<file path="src/hdl/sgdbl_pkg.sv">
// shared types, constants and helpers of the scatter-gather descriptor table loader
`default_nettype none

package sgdbl_pkg;

  localparam int unsigned MAX_SLOTS_DEF    = 512;
  localparam int unsigned IMM_PAYLOAD_BITS = 28;

  localparam int unsigned QDEPTH_W  = 10;
  localparam int unsigned CHUNK_W   = 21;
  localparam int unsigned COUNT_W   = 16;
  localparam int unsigned ADDR_W    = 64;
  localparam int unsigned KEY_W     = 32;
  localparam int unsigned LEN_W     = 32;
  localparam int unsigned RIDX_W    = 9;
  localparam int unsigned CFG_IDX_W = 1;
  localparam int unsigned CFG_DAT_W = 21;

  localparam int unsigned S_TDATA_W = 160;
  localparam int unsigned S_TUSER_W = 2;
  localparam int unsigned M_TDATA_W = 96;
  localparam int unsigned M_TUSER_W = 3;

  // shared divider: dividend, divisor and quotient bits retired per cycle
  localparam int unsigned DIV_W      = 32;
  localparam int unsigned DVSR_W     = 21;
  localparam int unsigned DIV_RADIX  = 4;
  localparam int unsigned DIV_STEPS  = DIV_W / DIV_RADIX;
  localparam int unsigned DIV_STEP_W = $clog2(DIV_STEPS);

  localparam logic [QDEPTH_W-1:0] QDEPTH_RST = 10'd512;
  localparam logic [CHUNK_W-1:0]  CHUNK_RST  = 21'd65536;

  typedef enum logic [2:0] {
    STS_ACCEPTED   = 3'd0,
    STS_VALID      = 3'd1,
    STS_BAD_COUNT  = 3'd2,
    STS_IMM_SMALL  = 3'd3,
    STS_BAD_LEN    = 3'd4,
    STS_NOT_MAPPED = 3'd5,
    STS_BAD_TOTAL  = 3'd6,
    STS_IGNORED    = 3'd7
  } status_e;

  typedef enum logic [CFG_IDX_W-1:0] {
    REG_QUEUE_DEPTH = 1'b0,
    REG_CHUNK_SIZE  = 1'b1
  } reg_idx_e;

  typedef enum logic [3:0] {
    S_IDLE,
    S_READ,
    S_CNTDIV,
    S_IMM,
    S_BODY,
    S_LENDIV,
    S_FILL,
    S_TAIL,
    S_FINAL,
    S_RESULT
  } state_e;

  typedef struct packed {
    logic              start;
    logic [DIV_W-1:0]  dividend;
    logic [DVSR_W-1:0] divisor;
  } div_req_t;

  typedef struct packed {
    logic              busy;
    logic              done;
    logic [DIV_W-1:0]  quot;
    logic [DVSR_W-1:0] rem;
  } div_rsp_t;

  // number of significant bits of a 32-bit value
  function automatic logic [5:0] bit_len(input logic [31:0] v);
    logic [5:0] n;
    n = '0;
    for (int i = 0; i < 32; i++) begin
      if (v[i]) begin
        n = 6'(i + 1);
      end
    end
    return n;
  endfunction

endpackage

`default_nettype wire

</file>
<file path="src/hdl/sgdbl_div.sv">
// radix-16 restoring divider shared by the count and length checks
`default_nettype none

module sgdbl_div (
  input  wire logic              clk_i,
  input  wire logic              rst_ni,
  input  sgdbl_pkg::div_req_t    req_i,
  output sgdbl_pkg::div_rsp_t    rsp_o
);
  import sgdbl_pkg::*;

  logic                  busy_q;
  logic                  done_q;
  logic [DIV_STEP_W-1:0] step_q;
  logic [DIV_W-1:0]      quot_q, quot_d;
  logic [DVSR_W:0]       rem_q, rem_d;
  logic [DVSR_W-1:0]     dvsr_q;

  always_comb begin
    logic [DVSR_W:0]  r;
    logic [DIV_W-1:0] q;
    r = rem_q;
    q = quot_q;
    for (int i = 0; i < int'(DIV_RADIX); i++) begin
      r = {r[DVSR_W-1:0], q[DIV_W-1]};
      q = {q[DIV_W-2:0], 1'b0};
      if (r >= {1'b0, dvsr_q}) begin
        r    = r - {1'b0, dvsr_q};
        q[0] = 1'b1;
      end
    end
    rem_d  = r;
    quot_d = q;
  end

  always_ff @(posedge clk_i or negedge rst_ni) begin
    if (!rst_ni) begin
      busy_q <= 1'b0;
      done_q <= 1'b0;
      step_q <= '0;
    end else begin
      done_q <= 1'b0;
      if (req_i.start) begin
        busy_q <= 1'b1;
        step_q <= '0;
      end else if (busy_q) begin
        step_q <= step_q + 1'b1;
        if (step_q == DIV_STEP_W'(DIV_STEPS - 1)) begin
          busy_q <= 1'b0;
          done_q <= 1'b1;
        end
      end
    end
  end

  always_ff @(posedge clk_i) begin
    if (req_i.start) begin
      quot_q <= req_i.dividend;
      rem_q  <= '0;
      dvsr_q <= req_i.divisor;
    end else if (busy_q) begin
      quot_q <= quot_d;
      rem_q  <= rem_d;
    end
  end

  assign rsp_o.busy = busy_q;
  assign rsp_o.done = done_q;
  assign rsp_o.quot = quot_q;
  assign rsp_o.rem  = rem_q[DVSR_W-1:0];

endmodule

`default_nettype wire

</file>
<file path="config.mk">
export PLATFORM = sky130hd
export DESIGN_NAME = sgdbl_div
export DESIGN_NICKNAME = d
export VERILOG_FILES = /design/src/hdl/sgdbl_pkg.sv /design/src/hdl/sgdbl_div.sv
export SDC_FILE = /design/constraint.sdc
export NUM_CORES = 1
export LEC_CHECK = 0
export BUFFER_PORTS_ARGS = -buffer_cell sky130_fd_sc_hd__buf_2
export CAP_MARGIN = 20
export CORE_MARGIN = 1
export CORE_UTILIZATION = 40
export CTS_BUF_LIST = sky130_fd_sc_hd__clkbuf_16
export CTS_CLUSTER_DIAMETER = 200
export DETAILED_ROUTE_END_ITERATION = 8
export GPL_ROUTABILITY_DRIVEN = 0
export GPL_TIMING_DRIVEN = 0
export PLACE_DENSITY = 0.62
export RECOVER_POWER = 100
export SLEW_MARGIN = 20
export SYNTH_ARGS = -nofsm -noshare
export SYNTH_HDL_FRONTEND = slang
export SYNTH_SLANG_ARGS = --single-unit
</file>
<file path="constraint.sdc">
create_clock -name clk_i -period 9.2 [get_ports clk_i]
set_input_delay 1.38 -clock clk_i [delete_from_list [all_inputs] [get_ports clk_i]]
set_output_delay 1.38 -clock clk_i [all_outputs]
set_load 0.05 [all_outputs]
</file>
==> metrics.md, run 1 <==
| Metric | Value |
|---|---|
| Latest clock arrival within the worst-skew pair | `~0.35 ns` |
| Worst-case clock buffer depth | `2` |
| IO Count | `roughly 110` |
| CTS hold repair buffers | `0` |
| CTS HTree Levels | `3` |
| Async S/R FF share, synth | `approximately 6.3%` |
| Routed len/inst | `around 21 um` |
| GRT Overall Usage | `about 29%` |
| Worst Tran Pin Value | `between 0.8 and 0.9 ns` |
| Post-DRT Antenna Nets | `0` |
| Clk root buf | `clkbuf_16` |
| Std cell rows | `52` |
| Area of the multi-input gates | `slightly below 7000 um^2` |
| Via density | `about 6.1` |
| Most frequent cells in the layout | `buf_4 (128), clkbuf_1 (66), ha_1 (63)` |
| RSZ-0062 raised after global routing | `yes` |
| TritonCTS clock tree | `built` |
| Final Cell Area | `about 12000 um^2` |
| First DRT Iteration DRCs | `about 960` |
| Yosys cell types | `89` |
| Worst clock skew | `~0.011 ns` |
| Setup Total Neg Slack | `-14.57 ns` |
| Num CTS Buffers | `9` |
| Startpoint Class | `flip-flop` |
| Die Area | `between 20000 and 25000 um^2` |
| Floorplan core area | `~20000 um^2` |
| Setup violators final | `22` |
| Min Tclk post-route | `just under 10 ns` |
| Critical path type | `reg -> reg` |
| Violated checks | `setup timing` |
| CP required | `about 9.3 ns` |
| Max Cap Viol | `0` |
| Max stage delay on crit path | `0.47 ns` |
| Worst setup margin | `-0.732 ns` |
| CP Data Arrival Time | `10.02 ns` |
| Worst hold path type | `reg -> reg` |
| Largest net degree at the start of global routing | `33` |
| Area growth, synth to finish | `39.9%` |
| Clock slew at reported path FFs | `0.07 ns` |
| Detailed Route WL | `approximately 32 mm` |
| Fillers | `~1800` |
| F_max | `between 100 and 150 MHz` |
| First-pass GRT wire length | `between 40 and 50 mm` |
| Pins Over Slew Limit | `0` |
| Initial core utilization | `a little over 40%` |
| Post-Syn Nets | `between 1000 and 1500` |
| Diodes inserted | `0` |
| Cell taking the most area after synthesis | `edfxtp_1` |
| Via count | `between 9000 and 10000` |
| Final hold vios | `0` |
| Most common cell after layout, fill and taps aside | `buf_4` |
| DP HPWL | `approximately 23 mm` |
| Main synth FF type | `edfxtp_1` |
| Die Height | `between 100 and 150 um` |
| Die Wd | `around 150 um` |
| Layout cells sized above 1 | `a little under two fifths` |
| Register area | `between 2000 and 2500 um^2` |
| Post-synthesis cell count | `around 970` |
| Clk sinks | `79` |
| Gr ovfl total | `0` |
| Syn Area/Cell | `about 8.8 um^2` |
| Top post-synthesis cells by area | `edfxtp_1 (19%), ha_1 (13%), dfxtp_1 (4.9%), mux2_2 (4.8%), a21oi_1 (3.8%)` |
| Synthesized area | `approximately 8500 um^2` |
| Post-synth EDFFs | `between 50 and 60` |
| First-pass DRT Iterations | `5` |
| Post-synth top area share | `roughly a fifth` |
| Initial antenna violation count | `0` |
| Final Cycle Share | `108%` |
| Slowest cell on crit path | `a2111o_1` |
| Status | `finished with violations` |
| Vias in the first global route | `approximately 8500` |
| Crit-path max FO | `8` |
| Sequential element share of the synthesized area | `roughly 25%` |
| Slew HR | `between 40% and 50%` |
| Area after DPL | `9750 um^2` |
| DRC | `0` |
| Worst Setup End Kind | `flip-flop` |
| Synth Warn # | `0` |
| Post-synthesis register bit count | `around 80` |
| PortBufs | `110` |
| Post-layout net count | `between 1000 and 1500` |
-- per-layer routing --
layer	track usage [%]	vias to the layer above	wire (um)
li1	-	4181	-
met2	46.0	439	14700
met4	12.6	0	1440
met1	37.7	4384	13500
met3	4.17	107	2450
met5	0	-	0
-- per-stage QoR --
step	instances	hold WS [ns]	utilization [%]	worst slack, ns
finish	1497	0.540	57.9	-0.732
global route	1497	0.570	57.9	-0.951
CTS	1470	0.543	55.7	-0.581
detailed placement	1345	0.528	47.4	-1.95
global placement	1345	0.513	47.4	-1.99
floorplan	965	0.491	-	-0.110
-- cell families (layout without fill, tap and decap cells) --
family                   after synthesis  in the layout  share of synthesized area (%)
AO/OA/AOI/OAI                        326            326                           28.4
AND/OR/NAND/NOR                      264            264                           15.3
buffers and inverters                 98            360                           5.13
adder cells (fa/ha/maj)               90             90                           13.6
flip-flops                            79             79                           25.1
multiplexers                          55             55                           7.00
XOR/XNOR                              53             53                           5.46
-- path summary, 6_finish.rpt --
path / startpoint / endpoint / slack, ns / cells after the start
setup reg to reg: quot_q[31] / quot_q[0] / -0.73 / 49
min in group asynchronous: rst_ni / done_q / 0.87 / 1
max in group asynchronous: rst_ni / step_q[0] / 8.11 / 1
hold / removal: step_q[1] / step_q[1] / 0.54 / 2
hold reg to reg: step_q[1] / step_q[1] / 0.54 / 2
setup / recovery: quot_q[31] / quot_q[0] / -0.73 / 49
-- sequential cells by signal, indices dropped and copies added (netlist names) --
name	count
rem_q	21
busy_q	1
quot_q	32
dvsr_q	21
done_q	1
step_q	3
-- synthesized netlist by cell type (all sizes together) (6+ instances only) --
master	instances
ha	86
nor2	73
inv	67
a21oi	65
nand2	65
o21ai	63
edfxtp	53
mux2	36
xnor2	35
a211oi	24
a21o	24
dfxtp	21
mux2i	19
o21a	19
nand3	18
nor3	18
xor2	18
clkbuf	17
and3	16
a211o	14
nor2b	14
or2	14
a311oi	13
buf	13
o211ai	11
and2	10
nand4	10
a221oi	9
o21bai	9
a31oi	8
or3	7
a2111oi	6
a21boi	6
o31ai	6
-- area by class of cell --
type / instances / area share, %
clock inverter: 7 / 0.662
timing repair buffer: 249 / 13.7
sequential: 79 / 18.0
inverter: 68 / 2.32
clock buffer: 9 / 1.89
buffer: 27 / 2.24
multi-input combinational: 788 / 58.4
tap: 270 / 2.84
-- critical path, delay by kind of cell (launching register included) --
family	cells	cell delay [ns]
AOI/OAI and AO/OA	22	4.41
buffers and inverters	14	1.95
adders and majority gates	5	1.52
and+or+nand+nor	7	1.26
DFF	1	0.38
muxes	1	0.12
-- timing repair --
action	CTS	global route
buffers inserted	109	30
pin swaps	58	39
gates cloned	3	0
endpoints found under the setup margin	22	22
gates resized for setup	119	75
Power of run 1 is not shown: default switching activity piles up to over one toggle a cycle in this logic, so the estimate is an artifact.
==> inputs of run 2 (changes only) <==
--- a/config.mk
+++ b/config.mk
@@ -5,16 +5,17 @@
 export SDC_FILE = /design/constraint.sdc
 export NUM_CORES = 1
 export LEC_CHECK = 0
+export ABC_AREA = 1
 export BUFFER_PORTS_ARGS = -buffer_cell sky130_fd_sc_hd__buf_2
 export CAP_MARGIN = 20
 export CORE_MARGIN = 1
-export CORE_UTILIZATION = 40
+export CORE_UTILIZATION = 35
 export CTS_BUF_LIST = sky130_fd_sc_hd__clkbuf_16
-export CTS_CLUSTER_DIAMETER = 200
+export CTS_CLUSTER_DIAMETER = 60
 export DETAILED_ROUTE_END_ITERATION = 8
 export GPL_ROUTABILITY_DRIVEN = 0
 export GPL_TIMING_DRIVEN = 0
-export PLACE_DENSITY = 0.62
+export PLACE_DENSITY = 0.56
 export RECOVER_POWER = 100
 export SLEW_MARGIN = 20
 export SYNTH_ARGS = -nofsm -noshare
==> run 2 against run 1 <==
Cell count up 26%. Via count increased by 3.7%. Worst hold slack got worse by 0.038 ns. Wire length decreased by 4.1%. The run now ends clean. Highest routed layer unchanged. Sequential share of layout area rose by 2.1 points. Clock-buffer cell count stayed put. Clock skew is essentially flat. Critical path type unchanged.
==> metrics.md, run 2 <==
| Metric | Value |
|---|---|
| Status | `complete, no violations` |
| Max Cap Viol | `0` |
| Place WS | `-0.959 ns` |
| GRT Overall Usage | `a little under a quarter` |
| Yosys cell types | `44` |
| Critical R2R Launch | `dvsr_q[0]` |
| Post-synthesis cell count | `about 1400` |
| Cell taking the most area after synthesis | `nand2_1` |
| Most common cell after layout, fill and taps aside | `nand2_1` |
| CP Data Arrival Time | `roughly 9 ns` |
| Slowest cell on crit path | `edfxtp_1` |
| R2R Path End | `rem_q[13]` |
| Largest net degree at the start of global routing | `33` |
| Post-Syn Nets | `between 1500 and 2000` |
| Most common cell in the netlist | `nand2_1` |
| Max reg flops | `32` |
| DRC | `0` |
| Post-synth top area share | `a little over a fifth` |
| CTS HTree Levels | `3` |
| CTS hold repair buffers | `0` |
| Pins Over Slew Limit | `0` |
| Critical Path Most Common Cell | `nand2_1` |
| Worst hold start | `rem_q[1]` |
| Via count | `approximately 9500` |
| Synth Warn # | `0` |
| First DRT Iteration DRCs | `roughly 670` |
| Via density | `5.02` |
| Clock slew at reported path FFs | `about 0.070 ns` |
| Syn Area/Cell | `6.39 um^2` |
| Worst Setup End Kind | `flip-flop` |
| Hold EP | `rem_q[1]` |
| Worst setup margin | `0.537 ns` |
| Sequential element share of the synthesized area | `a little under a quarter` |
| IO Count | `111` |
| Top post-synthesis cells by area | `nand2_1 (22%), edfxtp_1 (18%), ha_1 (12%), inv_1 (8.7%), nand3_1 (5.0%)` |
| R2r worst-path depth | `between 50 and 60` |
| Min Tclk post-route | `between 8 and 9 ns` |
| Die Area | `about 26000 um^2` |
| Top cells by count, synth | `nand2_1 (516), inv_1 (207), nand3_1 (90)` |
| Area growth, synth to finish | `18.5%` |
| Worst clock skew | `between 0.01 and 0.015 ns` |
| Floorplan core area | `between 20000 and 30000 um^2` |
| Post-synth EDFFs | `53` |
| Worst-case clock buffer depth | `2` |
| First-pass GRT wire length | `47.8 mm` |
| Gr ovfl total | `0` |
| Detailed Route WL | `30.8 mm` |
| Crit-path max FO | `10` |
| Max stage delay on crit path | `roughly 0.46 ns` |
| DP HPWL | `~25 mm` |
| Startpoint Class | `flip-flop` |
| Latest clock arrival within the worst-skew pair | `approximately 0.36 ns` |
| Setup violators final | `0` |
| Main synth FF type | `edfxtp_1` |
| Worst hold path type | `reg -> reg` |
| Most flops, register | `quot_q` |
| Die Wd | `between 150 and 200 um` |
| Initial core utilization | `35.6%` |
| Hold path cells | `2` |
| Routed len/inst | `between 15 and 20 um` |
| Setup Total Neg Slack | `0 ns` |
| Final Cycle Share | `a little over nine tenths` |
| Most frequent cells in the layout | `nand2_1 (506), inv_1 (194), nand3_1 (87)` |
| Diodes inserted | `0` |
| First-pass DRT Iterations | `6` |
| Num CTS Buffers | `9` |
| TritonCTS clock tree | `built` |
| Die Height | `between 150 and 200 um` |
| Post-DRT Antenna Nets | `0` |
| Layout cells sized above 1 | `between 10% and 20%` |
| Clk sinks | `79` |
| R2R setup slack | `between 0.5 and 0.6 ns` |
| Vias in the first global route | `between 8000 and 9000` |
| F_max | `around 120 MHz` |
| Clk root buf | `clkbuf_16` |
| Final hold vios | `0` |
| Regs by FF count | `quot_q (32), dvsr_q (21), rem_q (21)` |
| Slew HR | `about 6%` |
| Post-synthesis register bit count | `79` |
| Std cell rows | `between 50 and 60` |
| CP required | `9.49 ns` |
| Critical path type | `reg -> reg` |
| Async S/R FF share, synth | `~6.3%` |
| PortBufs | `110` |
| Initial antenna violation count | `0` |
| Post-layout net count | `between 1500 and 2000` |
| Worst Tran Pin Value | `approximately 1.4 ns` |
| Synthesized area | `approximately 9000 um^2` |
==> run 2: area by class of cell <==
type | instances | area [um^2]
Buffer | 30 | 221
Clock buffer | 9 | 225
Clock inverter | 7 | 125
Fill cell | 2738 | 14500
Inverter | 209 | 792
Multi-Input combinational cell | 1087 | 6070
Sequential cell | 79 | 2140
Tap cell | 330 | 413
Timing Repair Buffer | 133 | 646
==> run 2: kinds of logic after synthesis <==
group	Yosys count	share of synthesized area (%)
AOI/OAI and AO/OA	173	10.7
xor gates and xnor gates	68	6.64
adders and majority gates	90	12.9
buffers and inverters	239	10.7
DFF	79	23.8
and+or+nand+nor	756	35.2
==> run 2: worst max-delay path, delay by kind of cell, from the launching register on <==
family,cells,cell delay [ns]
adder cells (fa/ha/maj),5,1.66
AO/OA/AOI/OAI,9,1.78
buffers and inverters,9,1.22
flip-flops,1,0.46
AND/OR/NAND/NOR,31,3.43
==> run 2: what timing repair did <==
item                                    CTS  global route
pin swaps                                 3            11
gates resized for setup                  20            64
buffers inserted                          7            14
gates cloned                              0             2
endpoints found under the setup margin   22            22
==> run 2: per-stage QoR <==
stage | hold slack [ns] | cell area [um^2] | util [%] | cells
global route | 0.507 | 10600 | 42.2 | 1884
floorplan | 0.483 | 8970 | - | 1405
global placement | 0.483 | 9930 | 39.5 | 1845
detailed placement | 0.484 | 9930 | 39.5 | 1845
finish | 0.501 | 10600 | 42.2 | 1884
CTS | 0.496 | 10400 | 41.3 | 1868
==> run 2: worst max-delay path by stage <==
stage	startpoint	to	slack [ns]	cells after the start
after floorplan	quot_q[31]	quot_q[0]	1.31	55
after global placement	dvsr_q[0]	rem_q[13]	-1.02	57
after detailed placement	dvsr_q[0]	rem_q[12]	-0.96	57
after CTS	quot_q[31]	rem_q[12]	0.007	58
after global routing	quot_q[31]	rem_q[4]	-0.05	55
final	dvsr_q[0]	rem_q[13]	0.54	54
==> run 2: metal layers <==
layer  part of all wire (%)  vias up  GRT usage [%]
met2                     46      299           39.8
met1                     46     4314           32.0
met3                    5.6       31           2.91
li1                       -     4806              -
met4                    1.9        0           6.00
met5                      0        -              0
Power of run 2 is left out for the same reason.
